## src/keypad_lock_controller_defines.svh

```systemverilog
// Assertion macros shared by the keypad lock controller RTL.
// Each macro expects signals named clk and rst_n in the including scope.
// No other dependencies.
`ifndef KEYPAD_LOCK_CONTROLLER_DEFINES_SVH
`define KEYPAD_LOCK_CONTROLLER_DEFINES_SVH

// Same-cycle implication, checked outside reset.
`define KLC_ASSERT_NOW(lbl, ante, cons, msg) \
    lbl: assert property (@(posedge clk) disable iff (!rst_n) (ante) |-> (cons)) \
        else $error(msg);

// Next-cycle implication, checked outside reset.
`define KLC_ASSERT_NEXT(lbl, ante, cons, msg) \
    lbl: assert property (@(posedge clk) disable iff (!rst_n) (ante) |=> (cons)) \
        else $error(msg);

`endif

```

## src/klc_pkg.sv

```systemverilog
// Shared types and codes for the keypad lock controller.
// Holds the input and result word structs and the fixed codes.
// No dependencies.
package klc_pkg;

    localparam int SLOTS = 8;

    typedef logic [3:0] digit_t;

    localparam digit_t BLANK_DIGIT = 4'd10;
    localparam logic [6:0] LEVEL_MAX = 7'd84;
    localparam logic [9:0] IDLE_SCAN_MAX = 10'd1023;
    localparam logic [7:0] OPEN_SEC_MAX = 8'd255;

    localparam logic [1:0] KIND_KEY    = 2'd0;
    localparam logic [1:0] KIND_SCAN   = 2'd1;
    localparam logic [1:0] KIND_SECOND = 2'd2;
    localparam logic [1:0] KIND_REMOTE = 2'd3;

    localparam logic [3:0] KEY_DELETE  = 4'd10;
    localparam logic [3:0] KEY_CLEAR   = 4'd11;
    localparam logic [3:0] KEY_CONFIRM = 4'd12;
    localparam logic [3:0] KEY_CLOSE   = 4'd13;

    localparam logic [1:0] DOOR_CLOSED = 2'd0;
    localparam logic [1:0] DOOR_OPEN   = 2'd1;
    localparam logic [1:0] DOOR_ALARM  = 2'd2;

    localparam logic [2:0] EV_NONE       = 3'd0;
    localparam logic [2:0] EV_UNLOCKED   = 3'd1;
    localparam logic [2:0] EV_CLOSED     = 3'd2;
    localparam logic [2:0] EV_WRONG_CODE = 3'd3;
    localparam logic [2:0] EV_LEFT_OPEN  = 3'd4;

    localparam logic [1:0] REG_PASS_CODE    = 2'd0;
    localparam logic [1:0] REG_OPEN_TIMEOUT = 2'd1;
    localparam logic [1:0] REG_IDLE_TIMEOUT = 2'd2;
    localparam logic [1:0] REG_TRIES        = 2'd3;

    typedef struct packed {
        logic [1:0] kind;
        logic [3:0] key_index;
    } evt_word_t;

    typedef struct packed {
        logic [1:0] door_state;
        logic       display_on;
        logic [2:0] entered_count;
        digit_t     digit_one;
        digit_t     digit_two;
        digit_t     digit_three;
        digit_t     digit_four;
        digit_t     digit_five;
        digit_t     digit_six;
        logic       lamp;
        logic       locked_out;
        logic [2:0] event_res;
    } stat_word_t;

endpackage

```

## src/keypad_lock_controller.sv

```systemverilog
// Keypad combination lock controller: top level with all lock state.
// Depends on klc_pkg and on keypad_lock_controller_defines.svh.
// Single module; no memories.
//
//   Channel   Direction  Handshake               Word
//   evt       in         evt_valid / evt_ready   klc_pkg::evt_word_t (kind, key_index)
//   stat      out        stat_valid / stat_ready klc_pkg::stat_word_t (door, display, digits)
//   apb       in/out     psel, penable, pwrite   four registers at byte addresses 0, 4, 8, 12
//
// Every accepted word produces exactly one result word, in the cycle after acceptance.
// The lock state and the result register are updated at the same edge, so one word
// can be accepted every cycle: the feedback path through the state registers is one
// pass of small compare and increment logic. evt_ready is low only while a result is
// held and stat_ready is low. Reset (rst_n, asynchronous) clears all lock state to the
// closed, idle, blank display with the lamp on, and loads the register defaults.
`include "keypad_lock_controller_defines.svh"

module keypad_lock_controller #(
    parameter int CODE_DIGITS = 6
) (
    input  logic                   clk,
    input  logic                   rst_n,
    input  logic                   evt_valid,
    output logic                   evt_ready,
    input  klc_pkg::evt_word_t     evt,
    output logic                   stat_valid,
    input  logic                   stat_ready,
    output klc_pkg::stat_word_t    stat,
    input  logic                   psel,
    input  logic                   penable,
    input  logic                   pwrite,
    input  logic [3:0]             paddr,
    input  logic [31:0]            pwdata,
    output logic [31:0]            prdata,
    output logic                   pready
);
    import klc_pkg::*;

    // Entry counter must hold CODE_DIGITS itself; slot index covers all slots.
    localparam int CNT_W = $clog2(CODE_DIGITS + 1);
    localparam int IDX_W = $clog2(SLOTS);

    // Splits a lockout count of at most 255 into three decimal digits.
    // Tens come from a multiply by the reciprocal of ten, exact below 1029.
    function automatic logic [11:0] to_bcd3(input logic [7:0] value);
        logic [3:0]  hund;
        logic [7:0]  rest;
        logic [15:0] prod;
        logic [3:0]  tens;
        logic [7:0]  units;
        if (value >= 8'd200)
        begin
            hund = 4'd2;
            rest = value - 8'd200;
        end
        else if (value >= 8'd100)
        begin
            hund = 4'd1;
            rest = value - 8'd100;
        end
        else
        begin
            hund = 4'd0;
            rest = value;
        end
        prod  = 16'(rest) * 16'd205;
        tens  = prod[14:11];
        units = rest - 8'(tens) * 8'd10;
        return {hund, tens, units[3:0]};
    endfunction

    // Configuration registers.
    logic [23:0] pass_code_reg;
    logic [7:0]  open_timeout_reg;
    logic [9:0]  idle_timeout_reg;
    logic [1:0]  tries_reg;

    // Lock state.
    logic [1:0]       door_mode_reg,      door_mode_next;
    logic             display_active_reg, display_active_next;
    logic [CNT_W-1:0] entry_count_reg,    entry_count_next;
    digit_t           digits_reg [SLOTS];
    digit_t           digits_next [SLOTS];
    logic [1:0]       fail_count_reg,     fail_count_next;
    logic [6:0]       lockout_level_reg,  lockout_level_next;
    logic [7:0]       lockout_left_reg,   lockout_left_next;
    logic             lockout_active_reg, lockout_active_next;
    logic [7:0]       open_seconds_reg,   open_seconds_next;
    logic [9:0]       idle_scans_reg,     idle_scans_next;
    logic             lamp_level_reg,     lamp_level_next;

    // Result register.
    logic       stat_valid_reg, stat_valid_next;
    stat_word_t stat_reg,       stat_next;

    logic       accept;
    logic       cfg_write;
    logic [2:0] event_code;

    // Combinational helpers for the confirm and lockout paths.
    logic [31:0]      code_ext;
    logic             code_match;
    logic [1:0]       tries_eff;
    logic [1:0]       fail_inc;
    logic [6:0]       level_inc;
    logic [8:0]       left_product;
    logic [7:0]       left_dec;
    logic [11:0]      left_bcd;
    logic [9:0]       scans_inc;
    logic [7:0]       seconds_inc;
    logic [IDX_W-1:0] put_idx;
    logic [IDX_W-1:0] del_idx;

    assign pready    = 1'b1;
    assign cfg_write = psel && penable && pwrite;

    // A result waiting in the output register blocks only if it is not taken now.
    assign evt_ready  = !stat_valid_reg || stat_ready;
    assign accept     = evt_valid && evt_ready;
    assign stat_valid = stat_valid_reg;
    assign stat       = stat_reg;

    always_comb
    begin
        unique case (paddr[3:2])
            REG_PASS_CODE:    prdata = {8'd0, pass_code_reg};
            REG_OPEN_TIMEOUT: prdata = {24'd0, open_timeout_reg};
            REG_IDLE_TIMEOUT: prdata = {22'd0, idle_timeout_reg};
            REG_TRIES:        prdata = {30'd0, tries_reg};
            default:          prdata = 32'd0;
        endcase
    end

    always_ff @(posedge clk or negedge rst_n)
    begin
        if (!rst_n)
        begin
            pass_code_reg    <= 24'h123456;
            open_timeout_reg <= 8'd20;
            idle_timeout_reg <= 10'd150;
            tries_reg        <= 2'd3;
        end
        else if (cfg_write)
        begin
            unique case (paddr[3:2])
                REG_PASS_CODE:    pass_code_reg    <= pwdata[23:0];
                REG_OPEN_TIMEOUT: open_timeout_reg <= pwdata[7:0];
                REG_IDLE_TIMEOUT: idle_timeout_reg <= pwdata[9:0];
                REG_TRIES:        tries_reg        <= pwdata[1:0];
                default:          ;
            endcase
        end
    end

    // Code check: slot i holds the digit in nibble CODE_DIGITS-1-i of the packed
    // code; nibbles above the 24-bit register read as zero.
    assign code_ext = {8'd0, pass_code_reg};

    always_comb
    begin
        code_match = (entry_count_reg >= CNT_W'(CODE_DIGITS));
        for (int i = 0; i < CODE_DIGITS; i++)
        begin
            if (digits_reg[i] != code_ext[4 * (CODE_DIGITS - 1 - i) +: 4])
            begin
                code_match = 1'b0;
            end
        end
    end

    // A tries setting of zero behaves as one. The lockout length is
    // tries * level + 1, at most 3 * 84 + 1 = 253.
    assign tries_eff    = (tries_reg == 2'd0) ? 2'd1 : tries_reg;
    assign fail_inc     = fail_count_reg + 2'd1;
    assign level_inc    = (lockout_level_reg < LEVEL_MAX) ? lockout_level_reg + 7'd1
                                                          : lockout_level_reg;
    assign left_product = 9'(tries_eff) * 9'(level_inc) + 9'd1;
    assign left_dec     = (lockout_left_reg != 8'd0) ? lockout_left_reg - 8'd1
                                                     : lockout_left_reg;
    assign left_bcd     = to_bcd3(left_dec);
    assign scans_inc    = (idle_scans_reg < IDLE_SCAN_MAX) ? idle_scans_reg + 10'd1
                                                           : idle_scans_reg;
    assign seconds_inc  = (open_seconds_reg < OPEN_SEC_MAX) ? open_seconds_reg + 8'd1
                                                            : open_seconds_reg;
    assign put_idx      = IDX_W'(entry_count_reg);
    assign del_idx      = IDX_W'(entry_count_reg - CNT_W'(1));

    // Next lock state for the word at the input.
    always_comb
    begin
        door_mode_next      = door_mode_reg;
        display_active_next = display_active_reg;
        entry_count_next    = entry_count_reg;
        digits_next         = digits_reg;
        fail_count_next     = fail_count_reg;
        lockout_level_next  = lockout_level_reg;
        lockout_left_next   = lockout_left_reg;
        lockout_active_next = lockout_active_reg;
        open_seconds_next   = open_seconds_reg;
        idle_scans_next     = idle_scans_reg;
        lamp_level_next     = lamp_level_reg;
        event_code          = EV_NONE;

        if (lockout_active_reg)
        begin
            // Only second ticks act during a lockout: count down and show it.
            if (evt.kind == KIND_SECOND)
            begin
                lockout_left_next = left_dec;
                digits_next[3]    = left_bcd[11:8];
                digits_next[4]    = left_bcd[7:4];
                digits_next[5]    = left_bcd[3:0];
                if (left_dec == 8'd0)
                begin
                    for (int i = 0; i < SLOTS; i++)
                    begin
                        digits_next[i] = BLANK_DIGIT;
                    end
                    lamp_level_next     = 1'b1;
                    lockout_active_next = 1'b0;
                    event_code          = EV_WRONG_CODE;
                end
            end
        end
        else
        begin
            case (evt.kind)
                KIND_KEY:
                begin
                    idle_scans_next = 10'd0;
                    if (!display_active_reg && door_mode_reg == DOOR_CLOSED)
                    begin
                        // First key on a dark, closed lock only wakes the display.
                        display_active_next = 1'b1;
                    end
                    else if (evt.key_index < KEY_DELETE)
                    begin
                        if (entry_count_reg < CNT_W'(CODE_DIGITS))
                        begin
                            digits_next[put_idx] = evt.key_index;
                            entry_count_next     = entry_count_reg + CNT_W'(1);
                        end
                    end
                    else if (evt.key_index == KEY_DELETE)
                    begin
                        if (entry_count_reg != CNT_W'(0))
                        begin
                            entry_count_next     = entry_count_reg - CNT_W'(1);
                            digits_next[del_idx] = BLANK_DIGIT;
                        end
                    end
                    else if (evt.key_index == KEY_CLEAR)
                    begin
                        for (int i = 0; i < SLOTS; i++)
                        begin
                            digits_next[i] = BLANK_DIGIT;
                        end
                        entry_count_next = CNT_W'(0);
                    end
                    else if (evt.key_index == KEY_CONFIRM)
                    begin
                        if (code_match)
                        begin
                            for (int i = 0; i < SLOTS; i++)
                            begin
                                digits_next[i] = 4'd1;
                            end
                            entry_count_next   = CNT_W'(1);
                            fail_count_next    = 2'd0;
                            lockout_level_next = 7'd0;
                            door_mode_next     = DOOR_OPEN;
                            event_code         = EV_UNLOCKED;
                        end
                        else
                        begin
                            for (int i = 0; i < SLOTS; i++)
                            begin
                                digits_next[i] = BLANK_DIGIT;
                            end
                            entry_count_next = CNT_W'(0);
                            fail_count_next  = fail_inc;
                            // The two-bit count wrapping to zero also starts a lockout.
                            if (fail_inc >= tries_eff || fail_inc == 2'd0)
                            begin
                                lockout_level_next  = level_inc;
                                lockout_left_next   = left_product[7:0];
                                fail_count_next     = 2'd0;
                                lockout_active_next = 1'b1;
                            end
                        end
                    end
                    else if (evt.key_index == KEY_CLOSE)
                    begin
                        for (int i = 0; i < SLOTS; i++)
                        begin
                            digits_next[i] = BLANK_DIGIT;
                        end
                        entry_count_next = CNT_W'(0);
                        door_mode_next   = DOOR_CLOSED;
                        lamp_level_next  = 1'b1;
                        event_code       = EV_CLOSED;
                    end
                end
                KIND_SCAN:
                begin
                    if (door_mode_reg == DOOR_CLOSED)
                    begin
                        idle_scans_next = scans_inc;
                        if (scans_inc >= idle_timeout_reg)
                        begin
                            idle_scans_next     = 10'd0;
                            display_active_next = 1'b0;
                            for (int i = 0; i < SLOTS; i++)
                            begin
                                digits_next[i] = BLANK_DIGIT;
                            end
                            entry_count_next = CNT_W'(0);
                        end
                    end
                end
                KIND_SECOND:
                begin
                    if (door_mode_reg == DOOR_OPEN)
                    begin
                        open_seconds_next = seconds_inc;
                        if (seconds_inc >= open_timeout_reg)
                        begin
                            door_mode_next = DOOR_ALARM;
                            event_code     = EV_LEFT_OPEN;
                        end
                    end
                    else
                    begin
                        open_seconds_next = 8'd0;
                    end
                    // The lamp blinks on every tick in alarm, the raising tick included.
                    if (door_mode_next == DOOR_ALARM)
                    begin
                        lamp_level_next = !lamp_level_reg;
                    end
                end
                default:
                begin
                    // Remote unlock: wake if closed, then unlock as a correct code.
                    if (!display_active_reg && door_mode_reg == DOOR_CLOSED)
                    begin
                        display_active_next = 1'b1;
                    end
                    for (int i = 0; i < SLOTS; i++)
                    begin
                        digits_next[i] = 4'd1;
                    end
                    entry_count_next   = CNT_W'(1);
                    fail_count_next    = 2'd0;
                    lockout_level_next = 7'd0;
                    door_mode_next     = DOOR_OPEN;
                    event_code         = EV_UNLOCKED;
                end
            endcase
        end
    end

    // Result word built from the next state.
    always_comb
    begin
        stat_next.door_state    = door_mode_next;
        stat_next.display_on    = display_active_next;
        stat_next.entered_count = 3'(entry_count_next);
        stat_next.digit_one     = digits_next[0];
        stat_next.digit_two     = digits_next[1];
        stat_next.digit_three   = digits_next[2];
        stat_next.digit_four    = digits_next[3];
        stat_next.digit_five    = digits_next[4];
        stat_next.digit_six     = digits_next[5];
        stat_next.lamp          = lamp_level_next;
        stat_next.locked_out    = lockout_active_next;
        stat_next.event_res     = event_code;
    end

    assign stat_valid_next = accept || (stat_valid_reg && !stat_ready);

    always_ff @(posedge clk or negedge rst_n)
    begin
        if (!rst_n)
        begin
            door_mode_reg      <= DOOR_CLOSED;
            display_active_reg <= 1'b0;
            entry_count_reg    <= CNT_W'(0);
            for (int i = 0; i < SLOTS; i++)
            begin
                digits_reg[i] <= BLANK_DIGIT;
            end
            fail_count_reg     <= 2'd0;
            lockout_level_reg  <= 7'd0;
            lockout_left_reg   <= 8'd0;
            lockout_active_reg <= 1'b0;
            open_seconds_reg   <= 8'd0;
            idle_scans_reg     <= 10'd0;
            lamp_level_reg     <= 1'b1;
            stat_valid_reg     <= 1'b0;
        end
        else
        begin
            stat_valid_reg <= stat_valid_next;
            if (accept)
            begin
                door_mode_reg      <= door_mode_next;
                display_active_reg <= display_active_next;
                entry_count_reg    <= entry_count_next;
                digits_reg         <= digits_next;
                fail_count_reg     <= fail_count_next;
                lockout_level_reg  <= lockout_level_next;
                lockout_left_reg   <= lockout_left_next;
                lockout_active_reg <= lockout_active_next;
                open_seconds_reg   <= open_seconds_next;
                idle_scans_reg     <= idle_scans_next;
                lamp_level_reg     <= lamp_level_next;
            end
        end
    end

    always_ff @(posedge clk)
    begin
        if (accept)
        begin
            stat_reg <= stat_next;
        end
    end

    // Checks on the lock's own bookkeeping.
    `KLC_ASSERT_NOW(a_level_saturates, 1'b1, lockout_level_reg <= LEVEL_MAX, "lockout level above limit")
    `KLC_ASSERT_NOW(a_count_in_range, 1'b1, entry_count_reg <= CNT_W'(CODE_DIGITS), "entry count beyond code length")
    `KLC_ASSERT_NOW(a_lockout_left_live, lockout_active_reg, lockout_left_reg != 8'd0, "active lockout with zero seconds left")
    `KLC_ASSERT_NEXT(a_lockout_ignores, accept && lockout_active_reg && evt.kind != KIND_SECOND, stat.event_res == EV_NONE && $stable(entry_count_reg) && lockout_active_reg, "word acted on during lockout")
    `KLC_ASSERT_NOW(a_unlock_opens, stat_valid && stat.event_res == EV_UNLOCKED, stat.door_state == DOOR_OPEN, "unlock result without open door")

endmodule

```

## config.mk

```make
export PLATFORM = sky130hd
export DESIGN_NAME = keypad_lock_controller
export DESIGN_NICKNAME = d
export VERILOG_FILES = /design/src/klc_pkg.sv /design/src/keypad_lock_controller.sv
export VERILOG_INCLUDE_DIRS = /design/src /design/src/src
export SDC_FILE = /design/constraint.sdc
export NUM_CORES = 1
export LEC_CHECK = 0
export BUFFER_PORTS_ARGS = -buffer_cell sky130_fd_sc_hd__buf_4
export CORE_MARGIN = 4
export CORE_UTILIZATION = 48
export DETAILED_ROUTE_END_ITERATION = 7
export PLACE_DENSITY = 0.67
export RECOVER_POWER = 25
export SLEW_MARGIN = 20
export SYNTH_ARGS = -nofsm -noshare
export SYNTH_HDL_FRONTEND = slang
export SYNTH_SLANG_ARGS = --single-unit
```

## constraint.sdc

```tcl
create_clock -name clk -period 18.7 [get_ports clk]
set_input_delay 5.61 -clock clk [delete_from_list [all_inputs] [get_ports clk]]
set_output_delay 5.61 -clock clk [all_outputs]
set_load 0.005 [all_outputs]
```

== Yosys cells after proc, flatten, opt, wreduce, memory -nomap -nowiden ==
Cells that the tools add are included.
Widths: inputs -> output; s select.

* Output and inout bits: 70
* Register bits after elaboration: 155
* Input bits: 49

* Mux-type cells: 131
* Bitwise operators: 7
* Order comparisons: 15
* $add $sub $neg: 11
* Equal/unequal tests: 38
* Multipliers: 3
* Reduce and logical (&&, ||, !) cells: 37

{| class="wikitable"
|+ Operators by type and width
! cell !! count
|-
| $mux 32 || 14
|-
| $pmux 32 s4 || 1
|-
| $mux 8 || 15
|-
| $pmux 32 s3 || 1
|-
| $mux 3 || 19
|-
| $mux 7 || 8
|-
| $mux 2 || 24
|-
| $mux 1 || 33
|-
| $bwmux 32 || 1
|-
| $mux 10 || 3
|-
| $demux 4 s3 || 2
|-
| $ne 2x2->1 const B || 12
|-
| $ne 4x4->1 || 6
|-
| $pmux 10 s2 || 1
|-
| $reduce_and 10->1 || 2
|-
| $pmux 3 s3 || 2
|-
| $add 8x1->8 const B || 2
|-
| $and 16x16->16 || 1
|-
| $eq 4x4->1 const B || 4
|-
| $not 16->16 || 1
|-
| $or 16x16->16 || 1
|-
| $mul 8x8->15 const B || 1
|-
| $pmux 7 s2 || 1
|-
| $ne 3x3->1 const B || 4
|-
| 50 further kinds || 83
|}

== Logic depth before layout (Yosys ltp) ==
* Word-level depth: 15
* Gate-level depth with buffers: 37
* Mapped depth without buffers: 36

== Least setup slack after synthesis ==
No wires, ideal clock.

* Kind: input to output
* Start: input paddr[2]
* End: output prdata[1]
* Required time: 13.090 ns
* Slack: 6.522 ns
* Stages on the path: 2
* Arrival time: 6.568 ns
* Path through: buf_1 mux4_2

* Word-level cells in the longest chain between the ends: 2
* Elaborated cells on any way between the ends: 5
* Those cells by class: 3 x eq/ne; 1 x mux; 1 x reduce/logical

{| class="wikitable"
|+ RTL lines
! element !! RTL line !! text
|-
| start: declaration || keypad_lock_controller.sv:32 || <nowiki>input logic [3:0] paddr,</nowiki>
|-
| $eq 2x2->1 (tied with other cells) || keypad_lock_controller.sv:125 || <nowiki>unique case (paddr[3:2])</nowiki>
|-
| $pmux 32 s4 * || keypad_lock_controller.sv:125 ||
|-
| end: declaration || keypad_lock_controller.sv:34 || <nowiki>output logic [31:0] prdata,</nowiki>
|}

Mark *: on every way between the ends. The rest lies on a longest branch, timed or not. The select of a mux whose other input is x is not followed.

== Worst setup path in the final report ==
* Start: input paddr[2]
* End: output prdata[14]

The elaborated chain is that of the path after synthesis.

==> flow_summary.toml <==
[global_routing]
grt_pass1_vias = 9329
grt_usage_pct = 24.5
antenna_found_initial = 0
grt_busiest_layer = "met2"
grt.overflow.total = 0
grt_max_degree = 64
met1_usage_pct = 32.7
grt_use_met3_pct = 3.50
grt_first_pass_wirelength_um = 50800
use_met2_pct = 40.8

[yosys]
synth_mux_area_share_pct = 6.61
synth_seq_cells = 147
yosysSeqAreaShare_pct = 34.6
syn_area_um2 = 11300
synthXorXnorAreaFrac_pct = 5.10
yosysWarnings = 0
syn_area_per_cell_um2 = 8.77
synth_top_family_by_area = "compound AO/OA/AOI/OAI gates"
synth_enable_flop_cells = 35
synth_cell_types = 81
synth-adder-area-share_pct = 11.5
synth-compound-area-share_pct = 18.7
synth_cells = 1284
synth-simple-area-share_pct = 17.5
synthArstFlopShare_pct = 76.2
synth_ff_type = "dfrtp_1"

[sta]
fin_crit_sh_pct = 68.0
fin_skew_ns = 0.0168
timing.final.max_slew_violations = 115
finalSetupViolCount = 0
fmax_ghz = 0.0787
tns_ns = 0
rsz0062_at_grt = "false"
slew_headroom_pct = -126
finalCriticalPeriod_ns = 12.71
worst_pin_slew_ns = 3.40
hold_viol = 0

[clock_tree]
cts.repair.resized = 0
clk_path_buf_depth = 2
cts_hold_buffers = 0
cts_inserted_buffers = 17
htreeDepth = 4
cts_sinks = 147
cts-root-buf = "clkbuf_16"
path_clk_slew_ns = 0.06
post_cts_buffers = 0
clock_latency_ns = 0.45
cts_tree = "done"

[placed_design]
port_buffers = 99
hpwl_um = 23800
gp_congestion = 0.924

[floorplan]
placementRows = 55
die_h_um = 161
pin_count = 119
die_x_um = 161
die_area_um2 = 26000
core_um2 = 22800
start_util_pct = 49.3

[detailed_routing]
dr.first_iter.drc_count = 769
dr.pass1.iters = 6
via_per_inst = 5.77
wl_per_cell_um = 18.8
antenna_left = 0
drt_wl_total_um = 31500
vias = 9660
drc = 0

[critical_path]
crit_path_max_fanout = 15
r2r_start = "lockout_left_reg[0]$_DFFE_PN0P_"
rrSetupSlack_ns = 9.92
setup.worst_path.start = "paddr[2]"
reg2reg_to = "stat[8]$_DFFE_PP_"
end_kind = "primary output"
start_kind = "input pin"
worst_ep_required_time_ns = 13.09
reg2reg_depth = 35
crit_type = "input pin to primary output"
crit_arrival_ns = 7.10

[job]
cap_violations = 2

[final_layout]
nNetsFinal = 1492
most-common-layout-cells = "nand2_1 (156), o21ai_0 (109), inv_1 (88), nor2_1 (88), ha_1 (83)"
final_common_cell = "nand2_1"
final.fill_count = 2129
multi_input_area_um2 = 6740
largest_reg_flops = 35
antenna_cells = 0
seq_area_um2 = 3890
synthToLayoutAreaGrowth_pct = 13.4
layout-drive-gt1-share_pct = 17.1

[status]
status = "finished, violations left"
violations = "max-capacitance violations, max-slew violations"

[hold_path]
min_path_cells = 2
hold_class = "flip-flop to flip-flop"
min_to = "fail_count_reg[1]$_DFFE_PN0P_"
min-delay-start = "fail_count_reg[1]$_DFFE_PN0P_"
==> area by class of cell <==
cell class | instances | area share (%)
multi-input cells | 980 | 52.8
flip-flops and latches | 147 | 30.5
repair buffers | 107 | 6.09
clock buffers | 19 | 3.64
well taps | 313 | 3.07
inverters | 94 | 2.76
clock inverters | 13 | 1.20
==> logic make-up after synthesis <==
kind of cell / count (synthesis)
AND/OR/NAND/NOR: 409
adder cells (fa/ha/maj): 96
other: 2
multiplexers: 65
AO/OA/AOI/OAI: 337
flip-flops: 147
buffers and inverters: 164
XOR/XNOR: 64
==> synth_stat cells, drive strengths merged (5+ instances only) <==
cell	number	share of area, %
a21o	15	1.0
nand2	156	5.2
xnor2	39	3.0
mux2	46	4.7
mux2i	17	1.5
nor2b	12	0.67
dfrtp	82	18
nand4	14	0.78
or2	8	0.44
a21oi	77	3.4
nor3	12	0.53
xor2	24	1.9
nand3	24	1.1
nand2b	24	1.3
o21a	6	0.40
nand3b	5	0.33
o21ai	118	5.3
o211ai	6	0.40
o221ai	12	0.93
o31ai	13	0.87
buf	18	1.0
clkinv	5	0.17
nor2	89	3.0
dfstp	30	7.0
clkbuf	52	1.7
a22oi	7	0.47
edfxtp	35	9.3
ha	83	9.2
and3	9	0.54
o21bai	6	0.40
nor4	5	0.28
and2	18	1.0
a22o	7	0.54
a31oi	18	1.0
fa	13	2.3
or3	14	0.82
inv	89	3.0
o22ai	9	0.50
==> per-layer routing <==
layer,vias up,part of all wire [%]
met5,-,0
met4,0,2.6
met3,53,5.2
met2,298,48
met1,4635,44
li1,4674,-
==> metrics by stage <==
stage,area (um2),hold WS [ns],instances,setup WS [ns],utilization (%)
finish,12800,0.492,1673,5.99,55.9
global route,12800,0.549,1673,5.83,55.9
CTS,12800,0.500,1673,6.23,56.0
detailed placement,12200,0.488,1641,6.23,53.3
global placement,12200,0.470,1641,6.32,53.3
floorplan,11300,0.454,1291,6.52,-
==> worst max-delay path by stage <==
stage            endpoint  slack [ns]  depth (start not counted)
3_3_place_gp   prdata[23]        6.32                          4
6_report       prdata[14]        5.99                          4
2_1_floorplan   prdata[1]        6.52                          2
3_5_place_dp   prdata[13]        6.23                          4
4_1_cts        prdata[13]        6.23                          4
5_1_grt        prdata[13]        5.83                          4
==> worst max-delay path, cell delays in order <==
cell and delay (ns):
clkbuf_1 0.32, nor2_1 0.81, and2_1 0.24, buf_4 0.11
Power is left out: the tool's default activity adds up to more than one toggle a clock period on the data nets, which glitch-free logic cannot reach.
